<file path="src/hw/rtl/pee_pkg.sv">
// ============================================================================
// pee_pkg
// Shared constants and types for the postfix expression evaluator.
// ============================================================================
package pee_pkg;

  localparam int STACK_DEPTH = 64;
  localparam int ADDR_W      = $clog2(STACK_DEPTH);
  localparam int CNT_W       = $clog2(STACK_DEPTH + 1);
  localparam int WORD_W      = 32;
  localparam int STEP_W      = $clog2(WORD_W);
  localparam int SYM_W       = 8;
  localparam int CFG_W       = 7;
  localparam int STAT_W      = 2;
  localparam int LIM_W       = (CNT_W > CFG_W) ? CNT_W : CFG_W;

  localparam logic [CFG_W-1:0] LIMIT_RST = CFG_W'(64);

  // Expression characters
  localparam logic [SYM_W-1:0] CH_ZERO = 8'd48;
  localparam logic [SYM_W-1:0] CH_MUL  = 8'd42;
  localparam logic [SYM_W-1:0] CH_ADD  = 8'd43;
  localparam logic [SYM_W-1:0] CH_SUB  = 8'd45;
  localparam logic [SYM_W-1:0] CH_DIV  = 8'd47;

  // Status codes
  localparam logic [STAT_W-1:0] ST_OK    = 2'd0;
  localparam logic [STAT_W-1:0] ST_UNDER = 2'd1;
  localparam logic [STAT_W-1:0] ST_OVER  = 2'd2;
  localparam logic [STAT_W-1:0] ST_DIVZ  = 2'd3;

  localparam logic [WORD_W-1:0] NEG_ONE = '1;

  // Datapath commands
  typedef enum logic [3:0] {
    DP_NOP,
    DP_LOAD,
    DP_POP_R,
    DP_CAP_R,
    DP_POP_L,
    DP_CAP_L,
    DP_EXEC,
    DP_DIV_WAIT,
    DP_PUSH,
    DP_RD_TOP,
    DP_OUT
  } dp_op_t;

  // Datapath status back to the controller
  typedef struct packed {
    logic is_op;
    logic is_div;
    logic right_zero;
    logic last;
    logic div_done;
    logic out_free;
  } dp_stat_t;

endpackage

</file>
<file path="src/hw/rtl/pee_in_if.sv">
// ============================================================================
// pee_in_if
// Input channel: one expression character per item.
// ============================================================================
interface pee_in_if;
  logic       valid;
  logic       ready;
  logic [7:0] symbol;
  logic       last;

  modport source (output valid, output symbol, output last, input ready);
  modport sink   (input valid, input symbol, input last, output ready);
endinterface

</file>
<file path="src/hw/rtl/pee_out_if.sv">
// ============================================================================
// pee_out_if
// Output channel: expression value and status per item.
// ============================================================================
interface pee_out_if;
  logic               valid;
  logic               ready;
  logic signed [31:0] value;
  logic        [1:0]  status;

  modport source (output valid, output value, output status, input ready);
  modport sink   (input valid, input value, input status, output ready);
endinterface

</file>
<file path="src/hw/rtl/pee_ram.sv">
// ============================================================================
// pee_ram
// Generic single-write, single-read RAM with registered read data.
// ============================================================================
module pee_ram #(
  parameter int WIDTH = 32,
  parameter int DEPTH = 64
) (
  input  logic                     clk,
  input  logic                     we,
  input  logic [$clog2(DEPTH)-1:0] waddr,
  input  logic [WIDTH-1:0]         wdata,
  input  logic                     re,
  input  logic [$clog2(DEPTH)-1:0] raddr,
  output logic [WIDTH-1:0]         rdata
);

  logic [WIDTH-1:0] mem [DEPTH];

  always_ff @(posedge clk) begin
    if (we) begin
      mem[waddr] <= wdata;
    end
    if (re) begin
      rdata <= mem[raddr];
    end
  end

endmodule

</file>
<file path="src/hw/rtl/pee_div.sv">
// ============================================================================
// pee_div
// Iterative signed 32-bit divider, truncating, one quotient bit per cycle.
// ============================================================================
module pee_div (
  input  logic                       clk,
  input  logic                       rst,
  input  logic                       start,
  input  logic [pee_pkg::WORD_W-1:0] dividend,
  input  logic [pee_pkg::WORD_W-1:0] divisor,
  output logic                       done,
  output logic [pee_pkg::WORD_W-1:0] quotient
);
  import pee_pkg::*;

  typedef enum logic [1:0] {D_IDLE, D_RUN, D_FIX} div_state_t;

  div_state_t        state;
  logic [STEP_W-1:0] step;
  logic [WORD_W:0]   rem;
  logic [WORD_W-1:0] quo;
  logic [WORD_W-1:0] dvs;
  logic              neg;

  logic [WORD_W:0] shifted;
  logic [WORD_W:0] trial;

  assign shifted = {rem[WORD_W-1:0], quo[WORD_W-1]};
  assign trial   = shifted - {1'b0, dvs};

  always_ff @(posedge clk) begin
    if (rst) begin
      state <= D_IDLE;
      done  <= 1'b0;
    end else begin
      done <= 1'b0;
      unique case (state)
        D_IDLE: begin
          if (start) begin
            quo   <= dividend[WORD_W-1] ? (WORD_W'(0) - dividend) : dividend;
            dvs   <= divisor[WORD_W-1] ? (WORD_W'(0) - divisor) : divisor;
            neg   <= dividend[WORD_W-1] ^ divisor[WORD_W-1];
            rem   <= '0;
            step  <= '0;
            state <= D_RUN;
          end
        end
        D_RUN: begin
          if (trial[WORD_W]) begin
            rem <= shifted;
            quo <= {quo[WORD_W-2:0], 1'b0};
          end else begin
            rem <= trial;
            quo <= {quo[WORD_W-2:0], 1'b1};
          end
          step <= step + STEP_W'(1);
          if (step == STEP_W'(WORD_W - 1)) begin
            state <= D_FIX;
          end
        end
        D_FIX: begin
          quotient <= neg ? (WORD_W'(0) - quo) : quo;
          done     <= 1'b1;
          state    <= D_IDLE;
        end
        default: state <= D_IDLE;
      endcase
    end
  end

endmodule

</file>
<file path="src/hw/rtl/pee_ctrl.sv">
// ============================================================================
// pee_ctrl
// Sequencer: steps the datapath through pop, execute, push and result.
// ============================================================================
module pee_ctrl (
  input  logic              clk,
  input  logic              rst,
  input  logic              in_valid,
  output logic              in_ready,
  input  pee_pkg::dp_stat_t stat,
  output pee_pkg::dp_op_t   op
);
  import pee_pkg::*;

  typedef enum logic [3:0] {
    S_IDLE, S_DECODE, S_POP_R, S_CAP_R, S_POP_L, S_CAP_L,
    S_EXEC, S_DIV, S_PUSH, S_TOP, S_OUT
  } state_t;

  state_t state;

  assign in_ready = (state == S_IDLE);

  always_comb begin
    unique case (state)
      S_IDLE:   op = in_valid ? DP_LOAD : DP_NOP;
      S_DECODE: op = DP_NOP;
      S_POP_R:  op = DP_POP_R;
      S_CAP_R:  op = DP_CAP_R;
      S_POP_L:  op = DP_POP_L;
      S_CAP_L:  op = DP_CAP_L;
      S_EXEC:   op = DP_EXEC;
      S_DIV:    op = DP_DIV_WAIT;
      S_PUSH:   op = DP_PUSH;
      S_TOP:    op = DP_RD_TOP;
      S_OUT:    op = stat.out_free ? DP_OUT : DP_NOP;
      default:  op = DP_NOP;
    endcase
  end

  always_ff @(posedge clk) begin
    if (rst) begin
      state <= S_IDLE;
    end else begin
      unique case (state)
        S_IDLE:   if (in_valid) state <= S_DECODE;
        S_DECODE: state <= stat.is_op ? S_POP_R : S_PUSH;
        S_POP_R:  state <= S_CAP_R;
        S_CAP_R:  state <= S_POP_L;
        S_POP_L:  state <= S_CAP_L;
        S_CAP_L:  state <= S_EXEC;
        S_EXEC:   state <= (stat.is_div && !stat.right_zero) ? S_DIV : S_PUSH;
        S_DIV:    if (stat.div_done) state <= S_PUSH;
        S_PUSH:   state <= stat.last ? S_TOP : S_IDLE;
        S_TOP:    state <= S_OUT;
        S_OUT:    if (stat.out_free) state <= S_IDLE;
        default:  state <= S_IDLE;
      endcase
    end
  end

endmodule

</file>
<file path="src/hw/rtl/pee_datapath.sv">
// ============================================================================
// pee_datapath
// Operand stack, operand registers, ALU, divider and result register.
// ============================================================================
module pee_datapath (
  input  logic                      clk,
  input  logic                      rst,
  input  logic                      cfg_we,
  input  logic [pee_pkg::CFG_W-1:0] cfg_wdata,
  input  logic [pee_pkg::SYM_W-1:0] symbol,
  input  logic                      last,
  input  pee_pkg::dp_op_t           op,
  output pee_pkg::dp_stat_t         stat,
  pee_out_if.source                 result
);
  import pee_pkg::*;

  logic [CFG_W-1:0]  stack_limit;
  logic [SYM_W-1:0]  sym;
  logic              last_q;
  logic [CNT_W-1:0]  count;
  logic [STAT_W-1:0] err;
  logic              pop_hit;
  logic [WORD_W-1:0] right;
  logic [WORD_W-1:0] left;
  logic [WORD_W-1:0] res;
  logic              out_valid;
  logic [WORD_W-1:0] out_value;
  logic [STAT_W-1:0] out_status;

  logic [CNT_W-1:0]  count_dec;
  logic [LIM_W-1:0]  lim;
  logic              full;
  logic              is_op;
  logic              is_div;
  logic [WORD_W-1:0] push_val;

  logic              ram_we;
  logic              ram_re;
  logic [ADDR_W-1:0] ram_raddr;
  logic [WORD_W-1:0] ram_rdata;

  logic              div_start;
  logic              div_done;
  logic [WORD_W-1:0] div_q;

  function automatic logic [STAT_W-1:0] note(input logic [STAT_W-1:0] cur,
                                             input logic [STAT_W-1:0] code);
    return (cur == ST_OK) ? code : cur;
  endfunction

  assign count_dec = count - CNT_W'(1);
  assign is_div    = (sym == CH_DIV);
  assign is_op     = (sym == CH_ADD) || (sym == CH_SUB) || (sym == CH_MUL) || is_div;

  // Limit clamped to 1 .. STACK_DEPTH
  always_comb begin
    if (stack_limit == '0) begin
      lim = LIM_W'(1);
    end else if (LIM_W'(stack_limit) > LIM_W'(STACK_DEPTH)) begin
      lim = LIM_W'(STACK_DEPTH);
    end else begin
      lim = LIM_W'(stack_limit);
    end
  end

  assign full     = (LIM_W'(count) >= lim);
  assign push_val = is_op ? res : (WORD_W'(sym) - WORD_W'(CH_ZERO));

  assign ram_we    = (op == DP_PUSH) && !full;
  assign ram_re    = ((op == DP_POP_R) || (op == DP_POP_L) || (op == DP_RD_TOP))
                     && (count != '0);
  assign ram_raddr = count_dec[ADDR_W-1:0];
  assign div_start = (op == DP_EXEC) && is_div && (right != '0);

  pee_ram #(
    .WIDTH(WORD_W),
    .DEPTH(STACK_DEPTH)
  ) u_stack (
    .clk  (clk),
    .we   (ram_we),
    .waddr(count[ADDR_W-1:0]),
    .wdata(push_val),
    .re   (ram_re),
    .raddr(ram_raddr),
    .rdata(ram_rdata)
  );

  pee_div u_div (
    .clk     (clk),
    .rst     (rst),
    .start   (div_start),
    .dividend(left),
    .divisor (right),
    .done    (div_done),
    .quotient(div_q)
  );

  always_ff @(posedge clk) begin
    if (rst) begin
      stack_limit <= LIMIT_RST;
    end else if (cfg_we) begin
      stack_limit <= cfg_wdata;
    end
  end

  // Control state
  always_ff @(posedge clk) begin
    if (rst) begin
      count     <= '0;
      err       <= ST_OK;
      out_valid <= 1'b0;
    end else begin
      // a new result wins over the one being taken
      if (op == DP_OUT) begin
        out_valid <= 1'b1;
      end else if (result.ready) begin
        out_valid <= 1'b0;
      end
      unique case (op)
        DP_POP_R, DP_POP_L: begin
          if (count == '0) begin
            err <= note(err, ST_UNDER);
          end else begin
            count <= count_dec;
          end
        end
        DP_EXEC: begin
          if (is_div && (right == '0)) begin
            err <= note(err, ST_DIVZ);
          end
        end
        DP_PUSH: begin
          if (full) begin
            err <= note(err, ST_OVER);
          end else begin
            count <= count + CNT_W'(1);
          end
        end
        DP_OUT: begin
          count <= '0;
          err   <= ST_OK;
        end
        default: ;
      endcase
    end
  end

  // Payload
  always_ff @(posedge clk) begin
    unique case (op)
      DP_LOAD: begin
        sym    <= symbol;
        last_q <= last;
      end
      DP_POP_R: begin
        pop_hit <= (count != '0);
        right   <= NEG_ONE;
      end
      DP_CAP_R: if (pop_hit) right <= ram_rdata;
      DP_POP_L: begin
        pop_hit <= (count != '0);
        left    <= NEG_ONE;
      end
      DP_CAP_L: if (pop_hit) left <= ram_rdata;
      DP_EXEC: begin
        unique case (sym)
          CH_ADD:  res <= left + right;
          CH_SUB:  res <= left - right;
          CH_MUL:  res <= left * right;
          default: res <= '0;
        endcase
      end
      DP_DIV_WAIT: if (div_done) res <= div_q;
      DP_RD_TOP:   pop_hit <= (count != '0);
      DP_OUT: begin
        out_value  <= pop_hit ? ram_rdata : '0;
        out_status <= pop_hit ? err : note(err, ST_UNDER);
      end
      default: ;
    endcase
  end

  assign stat.is_op      = is_op;
  assign stat.is_div     = is_div;
  assign stat.right_zero = (right == '0);
  assign stat.last       = last_q;
  assign stat.div_done   = div_done;
  assign stat.out_free   = !out_valid || result.ready;

  assign result.valid  = out_valid;
  assign result.value  = $signed(out_value);
  assign result.status = out_status;

endmodule

</file>
<file path="src/hw/rtl/postfix_expression_evaluator_unit.sv">
// ============================================================================
// postfix_expression_evaluator_unit
// Reverse Polish evaluator over a bounded 32-bit operand stack.
// ============================================================================
//
//  channel  | dir | payload                    | notes
//  ---------+-----+----------------------------+------------------------------
//  expr     | in  | symbol[7:0], last          | one character per item
//  result   | out | value[31:0] signed, status | one item per marked-last char
//  cfg      | in  | cfg_wdata[6:0]             | stack_limit, write on cfg_we
//
//  Operands push directly; operators pop right, then left, execute and push,
//  / also waiting on the iterative divider (one quotient bit per cycle); a
//  last char adds a stack-top read. The RAM's single read port sets the pops.
//  rst is synchronous: stack empty, status ok, stack_limit back to 64.
//  The result register frees the input side: a new item is taken while a
//  result waits; only a second last character stalls until it is taken.
//
module postfix_expression_evaluator_unit (
  input  logic                      clk,
  input  logic                      rst,
  input  logic                      cfg_we,
  input  logic [pee_pkg::CFG_W-1:0] cfg_wdata,
  pee_in_if.sink                    expr,
  pee_out_if.source                 result
);
  import pee_pkg::*;

  dp_op_t   op;
  dp_stat_t stat;
  logic     in_ready;

  assign expr.ready = in_ready;

  // Sequencer
  pee_ctrl u_ctrl (
    .clk     (clk),
    .rst     (rst),
    .in_valid(expr.valid),
    .in_ready(in_ready),
    .stat    (stat),
    .op      (op)
  );

  // Stack, ALU, divider and result register
  pee_datapath u_dp (
    .clk      (clk),
    .rst      (rst),
    .cfg_we   (cfg_we),
    .cfg_wdata(cfg_wdata),
    .symbol   (expr.symbol),
    .last     (expr.last),
    .op       (op),
    .stat     (stat),
    .result   (result)
  );

endmodule
</file>
<file path="src/flat_wrapper.sv">
// flat-port wrapper written by rule: the top's interface ports become plain ports
module postfix_expression_evaluator_unit_flat import pee_pkg::*;
  (clk, rst, cfg_we, cfg_wdata, expr_valid, expr_symbol, expr_last, expr_ready, result_valid, result_value, result_status, result_ready);
  pee_in_if expr_i ();
  pee_out_if result_i ();
  input  logic clk;
  input  logic rst;
  input  logic cfg_we;
  input  logic [pee_pkg::CFG_W-1:0] cfg_wdata;
  input wire logic [$bits(expr_i.valid)-1:0] expr_valid;
  input wire logic [$bits(expr_i.symbol)-1:0] expr_symbol;
  input wire logic [$bits(expr_i.last)-1:0] expr_last;
  output wire logic [$bits(expr_i.ready)-1:0] expr_ready;
  output wire logic [$bits(result_i.valid)-1:0] result_valid;
  output wire logic [$bits(result_i.value)-1:0] result_value;
  output wire logic [$bits(result_i.status)-1:0] result_status;
  input wire logic [$bits(result_i.ready)-1:0] result_ready;
  assign expr_i.valid = expr_valid;
  assign expr_i.symbol = expr_symbol;
  assign expr_i.last = expr_last;
  assign expr_ready = expr_i.ready;
  assign result_valid = result_i.valid;
  assign result_value = result_i.value;
  assign result_status = result_i.status;
  assign result_i.ready = result_ready;
  postfix_expression_evaluator_unit u_core (.clk(clk), .rst(rst), .cfg_we(cfg_we), .cfg_wdata(cfg_wdata), .expr(expr_i), .result(result_i));
endmodule
</file>
<file path="config.mk">
export PLATFORM = sky130hd
export DESIGN_NAME = postfix_expression_evaluator_unit_flat
export DESIGN_NICKNAME = d
export VERILOG_FILES = /design/src/hw/rtl/pee_pkg.sv /design/src/hw/rtl/pee_in_if.sv /design/src/hw/rtl/pee_out_if.sv /design/src/hw/rtl/pee_ram.sv /design/src/hw/rtl/pee_div.sv /design/src/hw/rtl/pee_ctrl.sv /design/src/hw/rtl/pee_datapath.sv /design/src/hw/rtl/postfix_expression_evaluator_unit.sv /design/src/flat_wrapper.sv
export SDC_FILE = /design/constraint.sdc
export NUM_CORES = 2
export LEC_CHECK = 0
export ABC_AREA = 1
export BUFFER_PORTS_ARGS = -buffer_cell sky130_fd_sc_hd__buf_2
export CAP_MARGIN = 20
export CORE_UTILIZATION = 64
export CTS_CLUSTER_DIAMETER = 40
export CTS_CLUSTER_SIZE = 30
export DETAILED_ROUTE_END_ITERATION = 8
export GPL_TIMING_DRIVEN = 0
export PLACE_DENSITY_LB_ADDON = 0.1
export REMOVE_ABC_BUFFERS = 1
export SLEW_MARGIN = 20
export SYNTH_ARGS = -nofsm -noshare
export SYNTH_HDL_FRONTEND = slang
export SYNTH_SLANG_ARGS = --single-unit
</file>
<file path="constraint.sdc">
create_clock -name clk -period 7.85 [get_ports clk]
set_clock_uncertainty 0.15 [all_clocks]
set_input_delay 0.785 -clock clk [delete_from_list [all_inputs] [get_ports clk]]
set_output_delay 0.785 -clock clk [all_outputs]
set_load 0.02 [all_outputs]
</file>
== Word level (Yosys, flattened, before mapping) ==
Memory sizes are Yosys's and may differ from the RTL's. A register that Yosys moved wholly into a read port is not among the register bits.
Index checks and enable logic that the tools add are counted.

* Muxes and demuxes: 49
* Multipliers: 1
* Reduce and logical (&&, ||, !) cells: 42
* Magnitude comparators: 2
* Bitwise logic cells: 2
* Equal/unequal tests: 42
* Add/subtract/negate cells: 10

{| class="wikitable"
|+ Operators by type and width
! kind !! number
|-
| case mux 32 bit (2 select lines) || 5
|-
| two-way mux 32 bit || 8
|-
| case mux 32 bit (3 select lines) || 1
|-
| subtractor 1 x 32 -> 32 bit (first input constant) || 3
|-
| case mux 4 bit (11 select lines) || 1
|-
| case mux 4 bit (10 select lines) || 1
|-
| subtractor 33 x 32 -> 33 bit || 1
|-
| adder 32 bit || 1
|-
| equality test 4 x 3 -> 1 bit (second input constant) || 8
|-
| equality test 8 x 6 -> 1 bit (second input constant) || 4
|-
| logical NOT 32 bit || 1
|-
| multiplier 32 x 32 -> 32 bit || 1
|-
| nonzero test 32 bit || 1
|-
| subtractor 32 bit || 1
|-
| two-way mux 31 bit || 1
|-
| two-way mux 4 bit || 7
|-
| two-way mux 7 bit || 4
|-
| equality test 4 bit (second input constant) || 6
|-
| case mux 7 bit (3 select lines) || 1
|-
| inequality test 2 bit (second input constant) || 10
|-
| two-way mux 2 bit || 9
|-
| equality test 4 x 2 -> 1 bit (second input constant) || 4
|-
| logical NOT 7 bit || 2
|-
| AND reduction 3 bit || 4
|-
| 31 further kinds || 63
|}

* Output and inout bits: 36
* Bits in registers: 298
* RAM bits: 2,048
* Memories: 1

{| class="wikitable"
|+ Memories
! name !! depth !! bits a word !! rd ports !! clocked after Yosys merged registers in !! write ports !! RTL line !! text
|-
| u_core.u_dp.u_stack.mem || 64 || 32 || 1 || 1 || 1 || pee_ram.sv:18 || <nowiki>logic [WIDTH-1:0] mem [DEPTH];</nowiki>
|}

== Depth between registers and ports, before layout ==
* Depth after elaboration: 9
* Gate-level depth with buffers: 34

== Cells and area by module ==
From an unflattened synthesis, not the netlist that was laid out.

* Cell total of the unflattened synthesis: 11,840
* Area total of the unflattened synthesis: 120,494.3 µm²

{| class="wikitable"
|+ Modules (own cells, without submodules)
! module !! times used !! cells an instance !! area each (µm²)
|-
| pee_ram || 1 || 6,769 || 83,058.4
|-
| pee_datapath || 1 || 3,545 || 26,700.6
|-
| pee_div || 1 || 1,449 || 10,312.4
|-
| pee_ctrl || 1 || 77 || 422.9
|}

== Worst setup path before layout ==
OpenSTA, ideal clock, no wires.

* Path kind: flip-flop to flip-flop
* From: register u_core.u_dp.right[6]
* To: register u_core.u_dp.res[26] (data pin)
* Required time: 7,429 ps
* Stages on the path, launching flop included: 27
* Clock period less this slack: 7,059 ps
* Slack: 791 ps
* Arrival: 6,638 ps
* Cell sequence: edfxtp_1 -> clkbuf_1 -> buf_1 -> nand2_1 -> inv_1 -> fa_1 -> fa_1 -> fa_1 -> inv_1 -> fa_1 -> inv_1 -> fa_1 -> inv_1 -> fa_1 -> inv_1 -> fa_1 -> fa_1 -> ha_1 -> nand4_1 -> nor3_1 -> nand4_1 -> nand3_1 -> a21o_1 -> a21oi_1 -> or2_2 -> nand3_1 -> a31oi_1

* Longest elaborated chain between the ends: 3
* Elaborated cells on any way between the ends: 5
* Those cells by class: add/sub (2); mul (1); mux (2)

{| class="wikitable"
|+ RTL lines
! item !! RTL line !! text
|-
| from (decl) || pee_datapath.sv:24 || <nowiki>logic [WORD_W-1:0] right;</nowiki>
|-
| from (signal assigned) || pee_datapath.sv:160 || <nowiki>DP_CAP_R: if (pop_hit) right <= ram_rdata;</nowiki>
|-
| multiplier 32 x 32 -> 32 bit, or another cell as far along || pee_datapath.sv:170 || <nowiki>CH_MUL: res <= left * right;</nowiki>
|-
| case mux 32 bit (3 select lines) (*) || pee_datapath.sv:167 || <nowiki>unique case (sym)</nowiki>
|-
| case mux 32 bit (2 select lines) (*) || pee_datapath.sv:151 || <nowiki>unique case (op)</nowiki>
|-
| to (signal assigned) || pee_datapath.sv:168 || <nowiki>CH_ADD: res <= left + right;</nowiki>
|-
| to (signal assigned) || pee_datapath.sv:169 || <nowiki>CH_SUB: res <= left - right;</nowiki>
|-
| to (signal assigned) || pee_datapath.sv:170 ||
|-
| to (decl) || pee_datapath.sv:26 || <nowiki>logic [WORD_W-1:0] res;</nowiki>
|}

Every way passes the cells marked *; elsewhere a longest branch is shown, timed or not.
A chain may end at the register's enable or synchronous reset.

== Final worst setup path ==
* From: register u_core.u_dp.count[0]
* To: register u_core.u_dp.u_stack.rdata[13], read port of u_core.u_dp.u_stack.mem (data pin)

* Longest elaborated chain between the ends: 2
* Elaborated cells on any way between the ends: 3
* Those cells by class: add/sub (1); reduce/logical (2)

{| class="wikitable"
|+ RTL lines
! item !! RTL line !! text
|-
| from (decl) || pee_datapath.sv:21 || <nowiki>logic [CNT_W-1:0] count;</nowiki>
|-
| from (signal assigned) || pee_datapath.sv:125 || <nowiki>count <= count_dec;</nowiki>
|-
| from (signal assigned) || pee_datapath.sv:137 || <nowiki>count <= count + CNT_W'(1);</nowiki>
|-
| branches (longest 2 deep; another with subtractor 7 x 1 -> 7 bit) || - ||
|-
| to (decl) || pee_ram.sv:15 || <nowiki>output logic [WIDTH-1:0] rdata</nowiki>
|}

Several ways; the timed one is not identified.

==> metrics <==
Seq/Total Area, Yosys 0.6134; Detail Route Antenna Nets 0; overall die width 427.8 um; post-DR wirelength/cell 26.96 um; Syn. warnings 0; crit path max fanout 127; drt drc 0; peak supply drop 289.5 uV; Inserted Clock Buffers 302; port bufs 56; combinational share of power 0.266; clock slew at reported path FFs 0.07 ns; Die Y 427.8 um; Via Count 85.17k; max frequency 127.2 MHz; final hold violation count 0; root buffer cell clkbuf_16; Crit path required time 8.40 ns; fraction of layout cells with a size suffix above 1 0.1026; first-pass GRT wire length 518800 um; Synth cell types 62; Slew Viols, Final 0; fin crit share 1.001; Leak 0.05187 uW; CTS Buffer Depth 4; nets@finish 11.29k; Clock Power Share 0.359; kind of critical path flop to flop; Iteration-0 DRC Markers 11.74k; Worst slew margin 0.1714; FFs w/ async S/R, synth 0; grt ovf 0; vias per inst 6.434; Gate Count Post-Synth 10.56k; Sw Ratio 0.3400; gpl congestion 0.9711; sequential power share 0.374; cell internal pwr 25630 uW; pin count of the biggest net entering global routing 145; row count 155; final wirelength 356900 um; Initial DRT Pass Iterations 9; most frequent cells in the layout edfxtp_1 (2354), nor2_1 (1546), o21ai_0 (1527); dominant synthesized flop cell edfxtp_1; aggregate global-route resource usage 0.3895; commonest non-fill, non-tap cell in the layout edfxtp_1; worst setup margin -0.01020 ns; worst setup path start u_core.u_dp.count[0]; Initial Utilization 0.6475; vias in the first global route 83.09k; status complete, but fails checks; H-tree level count 5; setup TNS -0.01020 ns; mean cell area of the mapped netlist 10.99 um2; total die area 183000 um2; Yosys top cell by area edfxtp_1; PD cells 288.0 nW/um2; later-pin clock latency in the skew report 0.96 ns; core box area 179200 um2; hold path start cfg_we; CP Launch Type flop; CTS tree built; Cells after DPL 12.62k; max cap viols 0; Yosys top cell area share 0.6093; DPL Wire Length 233300 um; failing checks setup timing; Fillers 11.28k; Worst Hold Class input pin to flop; Psw 13200 uW; # IOs 57; area grow syn2layout 16.24%; non-filler cells, final 13.24k; Final setup violation count 1; EDFF count, synth 2354; Worst EP arrival 8.41 ns; fin crit period 7.860 ns; Clock Sinks 2378; crit path capture type flop; Cell Area, Synth 116000 um2; post-synthesis sequential element count 2378; reg-to-reg startpoint u_core.u_dp.count[0]; initial antenna violation count 8; Least-Margin Pin Slew 1.239 ns; ranking of synthesized cells by area edfxtp_1 (61%), fa_1 (7.1%), o21ai_0 (6.6%), nor2_1 (5.2%), nand2_1 (3.9%)
registers in the layout, indices dropped and copies added, names as in the netlist:
register                    flops
u_core.u_dp.u_div.quotient     32
u_core.u_dp.u_div.dvs          32
u_core.u_dp.result.status       2
u_core.u_dp.u_div.done          1
u_core.u_dp.right              32
u_core.u_dp.result.valid        1
u_core.u_dp.u_div.step          5
u_core.u_dp.result.value       32
u_core.u_dp.left               32
u_core.u_dp.u_div.state         2
u_core.u_dp.count               7
u_core.u_dp.u_stack.rdata      32
u_core.u_dp.u_div.neg           1
u_core.u_dp.u_div.rem          32
u_core.u_dp.stack_limit         7
u_core.u_dp.u_div.quo          32
u_core.u_dp.sym                 8
u_core.u_ctrl.state             4
u_core.u_dp.last_q              1
u_core.u_dp.err                 2
u_core.u_dp.res                32
u_core.u_dp.pop_hit             1
u_core.u_dp.u_stack.mem      2048
cells in the mapped netlist (16+ instances only):
cell type and instances:
o21ai_1 69, o22ai_1 654, buf_2 29, clkbuf_1 562
or2_2 25, o221ai_1 22, a31oi_1 28, ha_1 204
nor2_1 1611, buf_1 57, dfxtp_1 24, inv_1 1058
nor3_1 47, xor2_1 74, fa_1 410, nand4_1 29
a21oi_1 206, xnor2_1 37, o211ai_1 16, edfxtp_1 2354
nand2_1 1220, o21ai_0 1539, nand3b_1 17, nand3_1 148
critical path, cell delays in order (launching register included):
cell      delay, ns
dfxtp_4        0.50
buf_12         0.27
buf_16         0.23
buf_16         0.25
inv_8          0.55
buf_16         0.39
buf_16         0.38
nand2_1        0.77
xor2_4         0.42
buf_16         0.22
buf_16         0.18
buf_16         0.18
buf_16         0.18
inv_8          0.37
buf_16         0.38
o21ai_0        0.18
o221ai_1       0.38
o21ai_1        0.40
o22ai_1        0.52
logic make-up (layout without fill, tap and decap cells):
| logic type | count (synthesis) | count (layout) | share of synthesized area |
|---|---|---|---|
| other | 0 | 4 | 0 |
| AO/OA/AOI/OAI | 2595 | 2595 | 0.1219 |
| flip-flops | 2378 | 2378 | 0.6134 |
| adder cells (fa/ha/maj) | 614 | 614 | 0.09274 |
| XOR/XNOR | 112 | 112 | 0.008519 |
| AND/OR/NAND/NOR | 3138 | 3138 | 0.1073 |
| buffers and inverters | 1723 | 2040 | 0.05616 |
power groups by stage:
stage,Combinational (uW),Clock (uW),Sequential (uW)
floorplan,5500,0,14900
global placement,8890,0,15200
detailed placement,9790,0,14800
CTS,9920,14000,14500
global route,10900,14500,14500
finish,10300,14000,14500
through the flow:
stage | hold WS, ns | utilization | area, um2 | setup WS (ns) | total power, uW
floorplan | 0.2946 | - | 113500 | -78.90 | 20440
global placement | 0.3144 | 0.6516 | 116800 | -218.27 | 24050
detailed placement | 0.3304 | 0.6913 | 123900 | -0.2566 | 24610
CTS | 0.00001510 | 0.7491 | 134200 | -0.06099 | 38440
global route | 0.07108 | 0.7526 | 134900 | -0.01988 | 39900
finish | 0.04425 | 0.7526 | 134900 | -0.01020 | 38840
path summary, 6_finish.rpt:
| kind | to | slack, ns | depth (start not counted) |
|---|---|---|---|
| min | u_core.u_dp.stack_limit[3] | 0.04 | 3 |
| max reg2reg | u_core.u_dp.u_stack.rdata[13] | -0.01 | 18 |
| min reg2reg | u_core.u_dp.u_div.quotient[0] | 0.35 | 0 |
| max | u_core.u_dp.u_stack.rdata[13] | -0.01 | 18 |
routing by layer:
metal	track usage	vias up	wire, um
met1	0.4993	41370	125300
met4	0.2641	8	27500
met2	0.5953	5662	161600
met3	0.09028	1247	42330
li1	-	36880	-
met5	0.0007813	-	120
cell type report:
class,instances,area [um2],area share
clock inverter,209,2445,0.01813
sequential,2378,71170,0.5277
multi-input combinational,6459,39290,0.2913
timing repair buffer,440,7266,0.05387
antenna,4,10.01,0.00007422
clock buffer,319,7685,0.05698
inverter,1072,4051,0.03004
tap,2355,2947,0.02185
what timing repair did:
| action | in CTS | in global routing |
|---|---|---|
| endpoints found under the hold margin | 16 | 0 |
| hold buffers | 21 | 0 |
| setup endpoints to repair | 3 | 16 |
| resized for setup | 3 | 8 |
| buffers inserted | 2 | 54 |
| pin swaps | 0 | 3 |
No activity file was read; power rests on OpenSTA's default activity.
